[config.mk]
export PLATFORM = sky130hd
export DESIGN_NAME = process_table_scheduler_unit
export DESIGN_NICKNAME = d
export VERILOG_FILES = /design/src/rtl/pts_pkg.sv /design/src/rtl/pts_ram.sv /design/src/rtl/process_table_scheduler_unit.sv
export SDC_FILE = /design/constraint.sdc
export NUM_CORES = 2
export LEC_CHECK = 0
export ABC_AREA = 1
export BUFFER_PORTS_ARGS = -buffer_cell sky130_fd_sc_hd__buf_2
export CORE_MARGIN = 10
export CORE_UTILIZATION = 25
export DETAILED_ROUTE_END_ITERATION = 8
export SYNTH_ARGS = -nofsm -noshare
export SYNTH_HDL_FRONTEND = slang
export SYNTH_SLANG_ARGS = --single-unit
[constraint.sdc]
create_clock -name clk -period 23.1 [get_ports clk]
set_input_delay 4.62 -clock clk [delete_from_list [all_inputs] [get_ports clk]]
set_output_delay 4.62 -clock clk [all_outputs]
set_load 0.01 [all_outputs]
[src/rtl/pts_pkg.sv]
package pts_pkg;

  localparam int unsigned SLOTS_DEF = 16;

  typedef enum logic [3:0] {
    OP_FREE = 4'd0, OP_BYID = 4'd1, OP_NEXT = 4'd2, OP_COUNTSLEEP = 4'd3,
    OP_CLEAR = 4'd4, OP_READY = 4'd5, OP_BLOCK = 4'd6, OP_ZOMBIECHILD = 4'd7,
    OP_HASCHILD = 4'd8, OP_WAKEPARENT = 4'd9, OP_WAKESLEEP = 4'd10,
    OP_WAKECHAN = 4'd11, OP_WAKEFIRST = 4'd12, OP_WRITE = 4'd13,
    OP_BAD14 = 4'd14, OP_BAD15 = 4'd15
  } op_t;

  localparam logic [2:0] ST_UNUSED  = 3'd0;
  localparam logic [2:0] ST_READY   = 3'd1;
  localparam logic [2:0] ST_BLOCKED = 3'd3;
  localparam logic [2:0] ST_ZOMBIE  = 3'd4;

  localparam logic [1:0] WR_NONE  = 2'd0;
  localparam logic [1:0] WR_SLEEP = 2'd1;
  localparam logic [1:0] WR_CHILD = 2'd2;
  localparam logic [1:0] WR_CHAN  = 2'd3;

  typedef struct packed {
    logic [2:0]  life;
    logic [31:0] tid;
    logic [31:0] pid;
    logic [1:0]  wkind;
    logic [31:0] wchan;
    logic [63:0] wake_at;
    logic [31:0] child;
  } slot_rec_t;

  localparam int unsigned REC_W = $bits(slot_rec_t);

endpackage

[src/rtl/pts_ram.sv]
module pts_ram #(
  parameter int unsigned WIDTH = 8,
  parameter int unsigned DEPTH = 16
) (
  input  logic                                          clk,
  input  logic                                          wr_en,
  input  logic [((DEPTH > 1) ? $clog2(DEPTH) : 1)-1:0]  wr_addr,
  input  logic [WIDTH-1:0]                              wr_data,
  input  logic [((DEPTH > 1) ? $clog2(DEPTH) : 1)-1:0]  rd_addr,
  output logic [WIDTH-1:0]                              rd_data
);
  logic [WIDTH-1:0] mem [DEPTH];

  always_ff @(posedge clk) begin
    if (wr_en) begin
      mem[wr_addr] <= wr_data;
    end
    rd_data <= mem[rd_addr];
  end
endmodule

[src/rtl/process_table_scheduler_unit.sv]
// process table scheduler: one table operation per input beat
// input channel: in_valid / in_stall with one port per field; result channel
// out_valid / out_stall carrying found, found_slot and woken, one result beat
// per input beat, in order.
// the slot table sits in one ram (one read, one write port, registered read).
// after reset the block first sweeps the ram, one slot a cycle, writing the
// cleared record, with in_stall high meanwhile. clear, ready, block and
// write then touch only one slot; every other operation walks all slots:
// one read issued per cycle, the returned record checked and, if it
// changes, written back in the same cycle. the next item is taken in the
// cycle after the result is loaded, so the block does not take a new item
// before it is through with the last one; the walk is paced by the single
// ram read port.
// round-robin scans (next, wakefirst) start after the current slot, or at
// slot 0 with no current; searches stop updating on the first hit but still
// finish the walk. while the receiver stalls, the result holds; one more
// item is still taken and walked, then waits with in_stall high until the result drains.
module process_table_scheduler_unit
  import pts_pkg::*;
#(
  parameter int unsigned SLOTS = SLOTS_DEF
) (
  input  logic        clk,
  input  logic        rst_n,
  input  logic        in_valid,
  output logic        in_stall,
  input  logic [3:0]  in_kind,
  input  logic [3:0]  in_slot,
  input  logic        in_no_current,
  input  logic [31:0] in_task_id,
  input  logic [31:0] in_parent_id,
  input  logic [31:0] in_target_id,
  input  logic [1:0]  in_reason,
  input  logic [31:0] in_channel,
  input  logic [63:0] in_tick,
  input  logic [2:0]  in_new_state,
  output logic        out_valid,
  input  logic        out_stall,
  output logic        out_found,
  output logic [3:0]  out_found_slot,
  output logic [4:0]  out_woken
);
  localparam int unsigned AW = (SLOTS > 1) ? $clog2(SLOTS) : 1;
  localparam int unsigned CW = $clog2(SLOTS + 1);

  typedef enum logic [3:0] {
    S_INIT = 4'b0001, S_IDLE = 4'b0010, S_SCAN = 4'b0100, S_DONE = 4'b1000
  } state_t;

  state_t      state_r, state_nxt;
  logic [CW-1:0] cnt_r, cnt_nxt;       // reads issued
  logic [AW-1:0] raddr_r, raddr_nxt;   // next slot to read
  logic        chk_r, chk_nxt;          // read data valid this cycle
  logic [AW-1:0] chk_addr_r, chk_addr_nxt;
  logic        hit_r, hit_nxt;
  logic [AW-1:0] hit_slot_r, hit_slot_nxt;
  logic [CW-1:0] count_r, count_nxt;

  logic [3:0]  kind_r;
  logic [3:0]  slot_r;
  logic [31:0] tid_r, pid_r, target_r, chan_r;
  logic [1:0]  reason_r;
  logic [63:0] tick_r;
  logic [2:0]  nst_r;

  logic        ov_r;
  logic        found_r;
  logic [3:0]  fslot_r;
  logic [4:0]  woken_r;

  logic        wr_en;
  logic [AW-1:0] wr_addr;
  slot_rec_t   wr_data, rd_data, rec, upd;

  // last write forwarded when the same slot is read in the same cycle as it is written
  logic        fwd_r;
  slot_rec_t   fwd_data_r;

  pts_ram #(.WIDTH(REC_W), .DEPTH(SLOTS)) u_ram (
    .clk     (clk),
    .wr_en   (wr_en),
    .wr_addr (wr_addr),
    .wr_data (wr_data),
    .rd_addr (raddr_r),
    .rd_data (rd_data)
  );

  logic accept, out_free;
  assign out_free = !ov_r || !out_stall;
  assign in_stall = !(state_r == S_IDLE);
  assign accept   = in_valid && !in_stall;

  logic        in_range;
  logic [AW-1:0] start;
  logic [AW-1:0] start_tbl [16];
  assign in_range = ({28'd0, slot_r} < 32'(SLOTS));

  // round-robin start for each slot value, wrapped at the table size
  for (genvar g = 0; g < 16; g++) begin : g_start
    assign start_tbl[g] = AW'((g + 1) % SLOTS);
  end
  assign start = in_no_current ? '0 : start_tbl[in_slot];

  slot_rec_t clr_rec;
  assign clr_rec = '{life: ST_UNUSED, tid: '0, pid: '0, wkind: WR_NONE,
                     wchan: '0, wake_at: '0, child: '0};

  function automatic slot_rec_t woke(slot_rec_t r);
    slot_rec_t o;
    o = r;
    o.life = ST_READY;
    o.wkind = WR_NONE;
    o.wchan = '0;
    o.wake_at = '0;
    o.child = '0;
    return o;
  endfunction

  logic match, do_wr, child_m, chan_m;
  always_comb begin
    rec = (fwd_r) ? fwd_data_r : rd_data;
    upd = rec;
    match = 1'b0;
    do_wr = 1'b0;
    child_m = (rec.life != ST_UNUSED) && (pid_r != '0) && (rec.pid == pid_r) &&
              ((target_r == '0) || (rec.tid == target_r));
    chan_m = (rec.life == ST_BLOCKED) && (rec.wkind == WR_CHAN) && (rec.wchan == chan_r);
    case (op_t'(kind_r))
      OP_FREE:        match = (rec.life == ST_UNUSED);
      OP_BYID:        match = (tid_r != '0) && (rec.life != ST_UNUSED) && (rec.tid == tid_r);
      OP_NEXT:        match = (rec.life == ST_READY);
      OP_COUNTSLEEP:  match = (rec.life == ST_BLOCKED) && (rec.wkind == WR_SLEEP);
      OP_ZOMBIECHILD: match = child_m && (rec.life == ST_ZOMBIE);
      OP_HASCHILD:    match = child_m;
      OP_WAKEPARENT: begin
        match = (rec.life == ST_BLOCKED) && (rec.wkind == WR_CHILD) &&
                ((rec.child == '0) || (rec.child == tid_r));
        do_wr = match;
        upd = woke(rec);
      end
      OP_WAKESLEEP: begin
        match = (rec.life == ST_BLOCKED) && (rec.wkind == WR_SLEEP) && (rec.wake_at <= tick_r);
        do_wr = match;
        upd = woke(rec);
      end
      OP_WAKECHAN: begin
        match = chan_m;
        do_wr = match;
        upd = woke(rec);
      end
      OP_WAKEFIRST: begin
        match = chan_m && !hit_r;
        do_wr = match;
        upd = woke(rec);
      end
      OP_CLEAR, OP_READY, OP_BLOCK, OP_WRITE: begin
        // only the target slot is read for these
        do_wr = 1'b1;
        case (op_t'(kind_r))
          OP_CLEAR: upd = clr_rec;
          OP_READY: upd = (rec.life == ST_BLOCKED) ? woke(rec) : rec;
          OP_BLOCK: begin
            upd.life = ST_BLOCKED;
            upd.wkind = reason_r;
            upd.wchan = chan_r;
            upd.wake_at = tick_r;
            upd.child = target_r;
          end
          default: begin
            upd.tid = tid_r;
            upd.pid = pid_r;
            upd.life = (nst_r <= ST_ZOMBIE) ? nst_r : ST_UNUSED;
          end
        endcase
      end
      default: match = 1'b0;
    endcase
  end

  logic single_op;
  assign single_op = (kind_r == OP_CLEAR) || (kind_r == OP_READY) ||
                     (kind_r == OP_BLOCK) || (kind_r == OP_WRITE);

  always_comb begin
    wr_en = 1'b0;
    wr_addr = chk_addr_r;
    wr_data = upd;
    if (state_r == S_INIT) begin
      wr_en = 1'b1;
      wr_addr = raddr_r;
      wr_data = clr_rec;
    end else if (state_r == S_SCAN && chk_r && do_wr) begin
      wr_en = 1'b1;
    end
  end

  always_comb begin
    state_nxt = state_r;
    cnt_nxt = cnt_r;
    raddr_nxt = raddr_r;
    chk_nxt = 1'b0;
    chk_addr_nxt = raddr_r;
    hit_nxt = hit_r;
    hit_slot_nxt = hit_slot_r;
    count_nxt = count_r;
    case (state_r)
      S_INIT: begin
        raddr_nxt = (raddr_r == AW'(SLOTS - 1)) ? '0 : raddr_r + 1'b1;
        if (raddr_r == AW'(SLOTS - 1)) state_nxt = S_IDLE;
      end
      S_IDLE: begin
        if (accept) begin
          state_nxt = S_SCAN;
          cnt_nxt = '0;
          hit_nxt = 1'b0;
          hit_slot_nxt = '0;
          count_nxt = '0;
          raddr_nxt = ((in_kind == OP_NEXT) || (in_kind == OP_WAKEFIRST)) ? start :
                      AW'(in_slot);
          if (!((in_kind == OP_NEXT) || (in_kind == OP_WAKEFIRST) ||
                (in_kind == OP_CLEAR) || (in_kind == OP_READY) ||
                (in_kind == OP_BLOCK) || (in_kind == OP_WRITE))) begin
            raddr_nxt = '0;
          end
        end
      end
      S_SCAN: begin
        if (single_op) begin
          if (cnt_r == '0) begin
            if (in_range) begin
              cnt_nxt = cnt_r + 1'b1;
              chk_nxt = 1'b1;
            end else begin
              state_nxt = S_DONE;
            end
          end else if (chk_r) begin
            state_nxt = S_DONE;
          end
        end else begin
          if (cnt_r != CW'(SLOTS)) begin
            cnt_nxt = cnt_r + 1'b1;
            chk_nxt = 1'b1;
            raddr_nxt = (raddr_r == AW'(SLOTS - 1)) ? '0 : raddr_r + 1'b1;
          end else if (!chk_r) begin
            state_nxt = S_DONE;
          end
        end
        if (chk_r && match) begin
          if (!hit_r) hit_slot_nxt = chk_addr_r;
          hit_nxt = 1'b1;
          count_nxt = count_r + 1'b1;
        end
      end
      S_DONE: begin
        if (out_free) state_nxt = S_IDLE;
      end
      default: state_nxt = S_INIT;
    endcase
  end

  always_ff @(posedge clk) begin
    if (!rst_n) begin
      state_r <= S_INIT;
      raddr_r <= '0;
      cnt_r <= '0;
      chk_r <= 1'b0;
      hit_r <= 1'b0;
      count_r <= '0;
      ov_r <= 1'b0;
      fwd_r <= 1'b0;
    end else begin
      state_r <= state_nxt;
      raddr_r <= raddr_nxt;
      cnt_r <= cnt_nxt;
      chk_r <= chk_nxt;
      hit_r <= hit_nxt;
      count_r <= count_nxt;
      fwd_r <= wr_en && (wr_addr == raddr_r);
      if (state_r == S_DONE && out_free) begin
        ov_r <= 1'b1;
      end else if (!out_stall) begin
        ov_r <= 1'b0;
      end
    end
  end

  logic [4:0] woken_v;
  logic [CW:0] count_x;
  assign count_x = {1'b0, count_r};
  assign woken_v = (count_x > (CW+1)'(31)) ? 5'd31 : 5'(count_x);

  always_ff @(posedge clk) begin
    chk_addr_r <= chk_addr_nxt;
    hit_slot_r <= hit_slot_nxt;
    fwd_data_r <= wr_data;
    if (accept) begin
      kind_r <= in_kind;
      slot_r <= in_slot;
      tid_r <= in_task_id;
      pid_r <= in_parent_id;
      target_r <= in_target_id;
      chan_r <= in_channel;
      reason_r <= in_reason;
      tick_r <= in_tick;
      nst_r <= in_new_state;
    end
    if (state_r == S_DONE && out_free) begin
      found_r <= 1'b0;
      fslot_r <= '0;
      woken_r <= '0;
      case (op_t'(kind_r))
        OP_FREE, OP_BYID, OP_NEXT, OP_ZOMBIECHILD: begin
          found_r <= hit_r;
          fslot_r <= 4'(hit_slot_r);
        end
        OP_HASCHILD: found_r <= hit_r;
        OP_COUNTSLEEP, OP_WAKEPARENT, OP_WAKESLEEP, OP_WAKECHAN: begin
          found_r <= hit_r;
          woken_r <= woken_v;
        end
        OP_WAKEFIRST: begin
          found_r <= hit_r;
          fslot_r <= 4'(hit_slot_r);
          woken_r <= {4'd0, hit_r};
        end
        OP_CLEAR, OP_READY, OP_BLOCK, OP_WRITE: begin
          found_r <= in_range;
          fslot_r <= in_range ? slot_r : 4'd0;
        end
        default: found_r <= 1'b0;
      endcase
    end
  end

  assign out_valid      = ov_r;
  assign out_found      = found_r;
  assign out_found_slot = fslot_r;
  assign out_woken      = woken_r;

  a_in_only_idle: assert property (@(posedge clk) disable iff (!rst_n)
    accept |=> state_r == S_SCAN)
    else $error("accept outside idle");
  a_no_write_idle: assert property (@(posedge clk) disable iff (!rst_n)
    state_r == S_IDLE |-> !wr_en)
    else $error("table written while idle");
  a_out_hold: assert property (@(posedge clk) disable iff (!rst_n)
    ov_r && out_stall |=> ov_r && $stable(found_r) && $stable(woken_r))
    else $error("result lost under stall");
endmodule
==> results.cfg <==
[status]
status = finished with violations
failed_checks = max-capacitance violations, max-slew violations

[global_route]
grt_max_degree = 182
antenna_found_initial = 50
grt_pass1_wl_um = 653000
track_usage = 0.137
grt_pass1_vias = 93800
grt_overflow = 0

[die]
die_h_um = 791
coreArea_um2 = 593000
start_util = 0.250
rows = 283
pin_count = 222
die-width_um = 791
dieArea_um2 = 626000

[worst_setup_path]
worstSetupEndpointType = flop
slowest_stage = dfxtp_4
crit_arrival_ns = 8.46
cpMostUsedCell = nand2_1
reg2reg_slack_ns = 15.22
rr_startpoint = fwd_r
worstPathRequired_ns = 23.69
ff2ff_path_depth = 18
crit_fanout = 135
crit_type = flop to flop
path_cells = clkinv_8 > nand2_1 > nand2_1 > ha_1 > nand4_1 > nor2_1 > nor4b_2 > nand3_1 > nand2_1 > nand2_1 > nand3_2 > a21oi_4 > inv_2 > nand2_1 > nor2_4 > buf_4 > buf_4 > buf_4
setup.worst_path.start_class = flop
timing.rr.end = u_ram.mem[13][146]
slowest_delay_ns = 1.00

[finish]
stdcell_count = 20300
register_area_um2 = 110000
multi_input_area_um2 = 34900
fin_nets = 12400
mostFrequentLayoutCell = edfxtp_1
final_area_um2 = 171000
final_cell_mix = 3371 x edfxtp_1, 1845 x nand2_1, 1742 x nor2_1
areaGrowthSynthToFinish_pct = 15.1
drive_gt1_frac = 0.0847
n_fill_cell = 59600

[timing]
fmax_mhz = 127
fin_setup_tns_ns = 0
relSlewSlack = -0.0428
rsz0062_at_grt = no
finalCritPeriodShare = 0.341
fin_crit_ns = 7.88
tightest_slew_ns = 1.55
setup_viol = 0
clock-skew-final_ns = 0.0733
slew_viol_final = 2
finalHoldViolCount = 0

[cts]
cts_resized = 0
cts_htree_levels = 5
cts_setup_buffers = 0
clock-sinks = 3791
clk_pin_slew_worst_paths_ns = 0.07
cts_hold_buf = 0
cts_made_buffers = 372
clk_root_buffer_cell = clkbuf_16
clk_path_buf_depth = 4
cts_tree = done
clock_latency_ns = 1.01

[logic_synthesis]
netlist_area_um2 = 149000
yosysWarningCount = 0
seq_area_frac_synth = 0.738
synthArstFlopShare = 0
syn_nets = 12400
ys.flop_type = edfxtp_1
yosysUniqueCellTypes = 52
syn_area_per_cell_um2 = 12.3
syn-instance-count = 12100
synth_seq_cells = 3791
synth_enable_flop_cells = 3371

[run]
maxCapViolCount = 1

[route]
viasPerCell = 4.87
wirelength_um = 452000
route.detailed.drc = 0
firstDrtPassIters = 8
drtAntennaViolNets = 0
drtIter0Drc = 11500
vias = 99000
avgRoutedWirePerCell_um = 22.2

[hold_path]
worstHoldEndpoint = chk_addr_r[3]
whs_path_depth = 0
hold_path_class = flop to flop
min-delay-start = chk_addr_nxt[3]

[power]
ir_drop_uv = 149
leakagePower_nw = 57.2
p_seq_frac = 0.459
power_switching_mw = 7.80
swShare = 0.342
power.density_nw_per_um2 = 133
clockPowerShare = 0.271
p_comb_frac = 0.271
power_mw = 22.8
p_int_mw = 15.0

[place]
dpl_cell_area_um2 = 158000
place_hpwl_um = 240000
globalplace.congestion = 0.865
place_inst = 19600
port_buffers = 221
registers in the layout, indices dropped and copies added, names as in the netlist, 5 cells and up:
register / count
chan_r: 32
u_ram.mem: 3152
u_ram.rd_data: 197
tick_r: 64
count_r: 5
pid_r: 32
target_r: 32
cnt_r: 5
tid_r: 32
out_woken: 5
fwd_data_r: 197
layer usage:
metal / track usage / vias to the layer above / wire length, um
li1: - / 44200 / -
met1: 0.190 / 49700 / 193000
met2: 0.217 / 4365 / 206000
met3: 0.0304 / 721 / 41500
met4: 0.0343 / 12 / 11200
met5: 0 / - / 101
area by class of cell:
| cell class | instances | share of cell area |
|---|---|---|
| diodes | 42 | 0.000615 |
| clock buffers | 514 | 0.0609 |
| clock inverters | 177 | 0.0113 |
| inverters | 317 | 0.00737 |
| multi-input cells | 7213 | 0.204 |
| flip-flops and latches | 3791 | 0.641 |
| well taps | 7837 | 0.0574 |
| repair buffers | 426 | 0.0172 |
cells by family after synthesis:
family	share of synthesized area
AND/OR/NAND/NOR	0.113
adder cells (fa/ha/maj)	0.00598
AO/OA/AOI/OAI	0.114
XOR/XNOR	0.00112
flip-flops	0.738
buffers and inverters	0.0287
multiplexers	0.0000674
worst max path at each step:
stage                from                 end  slack [ns]  cells after the start
global placement    fwd_r  u_ram.mem[13][146]       15.31                     18
floorplan           fwd_r     u_ram.mem[8][0]        6.24                     18
global route        fwd_r  u_ram.mem[13][151]       14.94                     18
detailed placement  fwd_r  u_ram.mem[13][146]       15.22                     18
finish              fwd_r  u_ram.mem[13][146]       15.22                     18
CTS                 fwd_r  u_ram.mem[13][151]       15.19                     18
synthesized netlist by cell type, types with 7 or more instances:
library cell	instances	share of area
edfxtp_1	3371	0.68
nand2_1	1846	0.047
nor2_1	1757	0.044
o21ai_0	1669	0.056
clkbuf_1	660	0.017
nand3_1	488	0.016
o22ai_1	488	0.021
dfxtp_1	420	0.057
o221ai_1	311	0.018
inv_1	306	0.0077
a21oi_1	247	0.0083
o211ai_1	91	0.0046
ha_1	71	0.0060
buf_1	55	0.0014
o21ai_1	50	0.0017
buf_2	47	0.0016
nand4_1	37	0.0016
a32o_1	36	0.0024
nand3b_1	27	0.0014
nor3_1	16	0.00054
nor4_1	10	0.00042
xnor2_1	10	0.00059
buf_6	9	0.00068
xor2_1	9	0.00053
a211oi_1	7	0.00035
nand2_2	7	0.00029
worst max-delay path: cells and delay by family, from the launching register on:
| family | cells | cell delay (ns) |
|---|---|---|
| adder cells (fa/ha/maj) | 1 | 0.33 |
| flip-flops | 1 | 1.00 |
| AND/OR/NAND/NOR | 11 | 2.50 |
| buffers and inverters | 5 | 3.28 |
| AO/OA/AOI/OAI | 1 | 0.11 |
through the flow:
stage                     setup WS (ns)  hold WS [ns]   util
final                             15.22         0.500  0.288
after global routing              14.94         0.506  0.288
after CTS                         15.19         0.495  0.288
after detailed placement          15.22         0.485  0.267
after global placement            15.31         0.481  0.267
after floorplan                    6.24         0.329      -
power groups by stage:
stage | Sequential [mW] | Combinational (mW) | Clock [mW]
2_1_floorplan | 10.7 | 3.97 | 0
3_3_place_gp | 10.6 | 6.05 | 0
3_5_place_dp | 10.6 | 6.13 | 0
4_1_cts | 10.4 | 6.15 | 6.26
5_1_grt | 10.6 | 6.81 | 6.53
6_report | 10.5 | 6.17 | 6.17
Note: power is estimated with default switching activity, not from simulation.
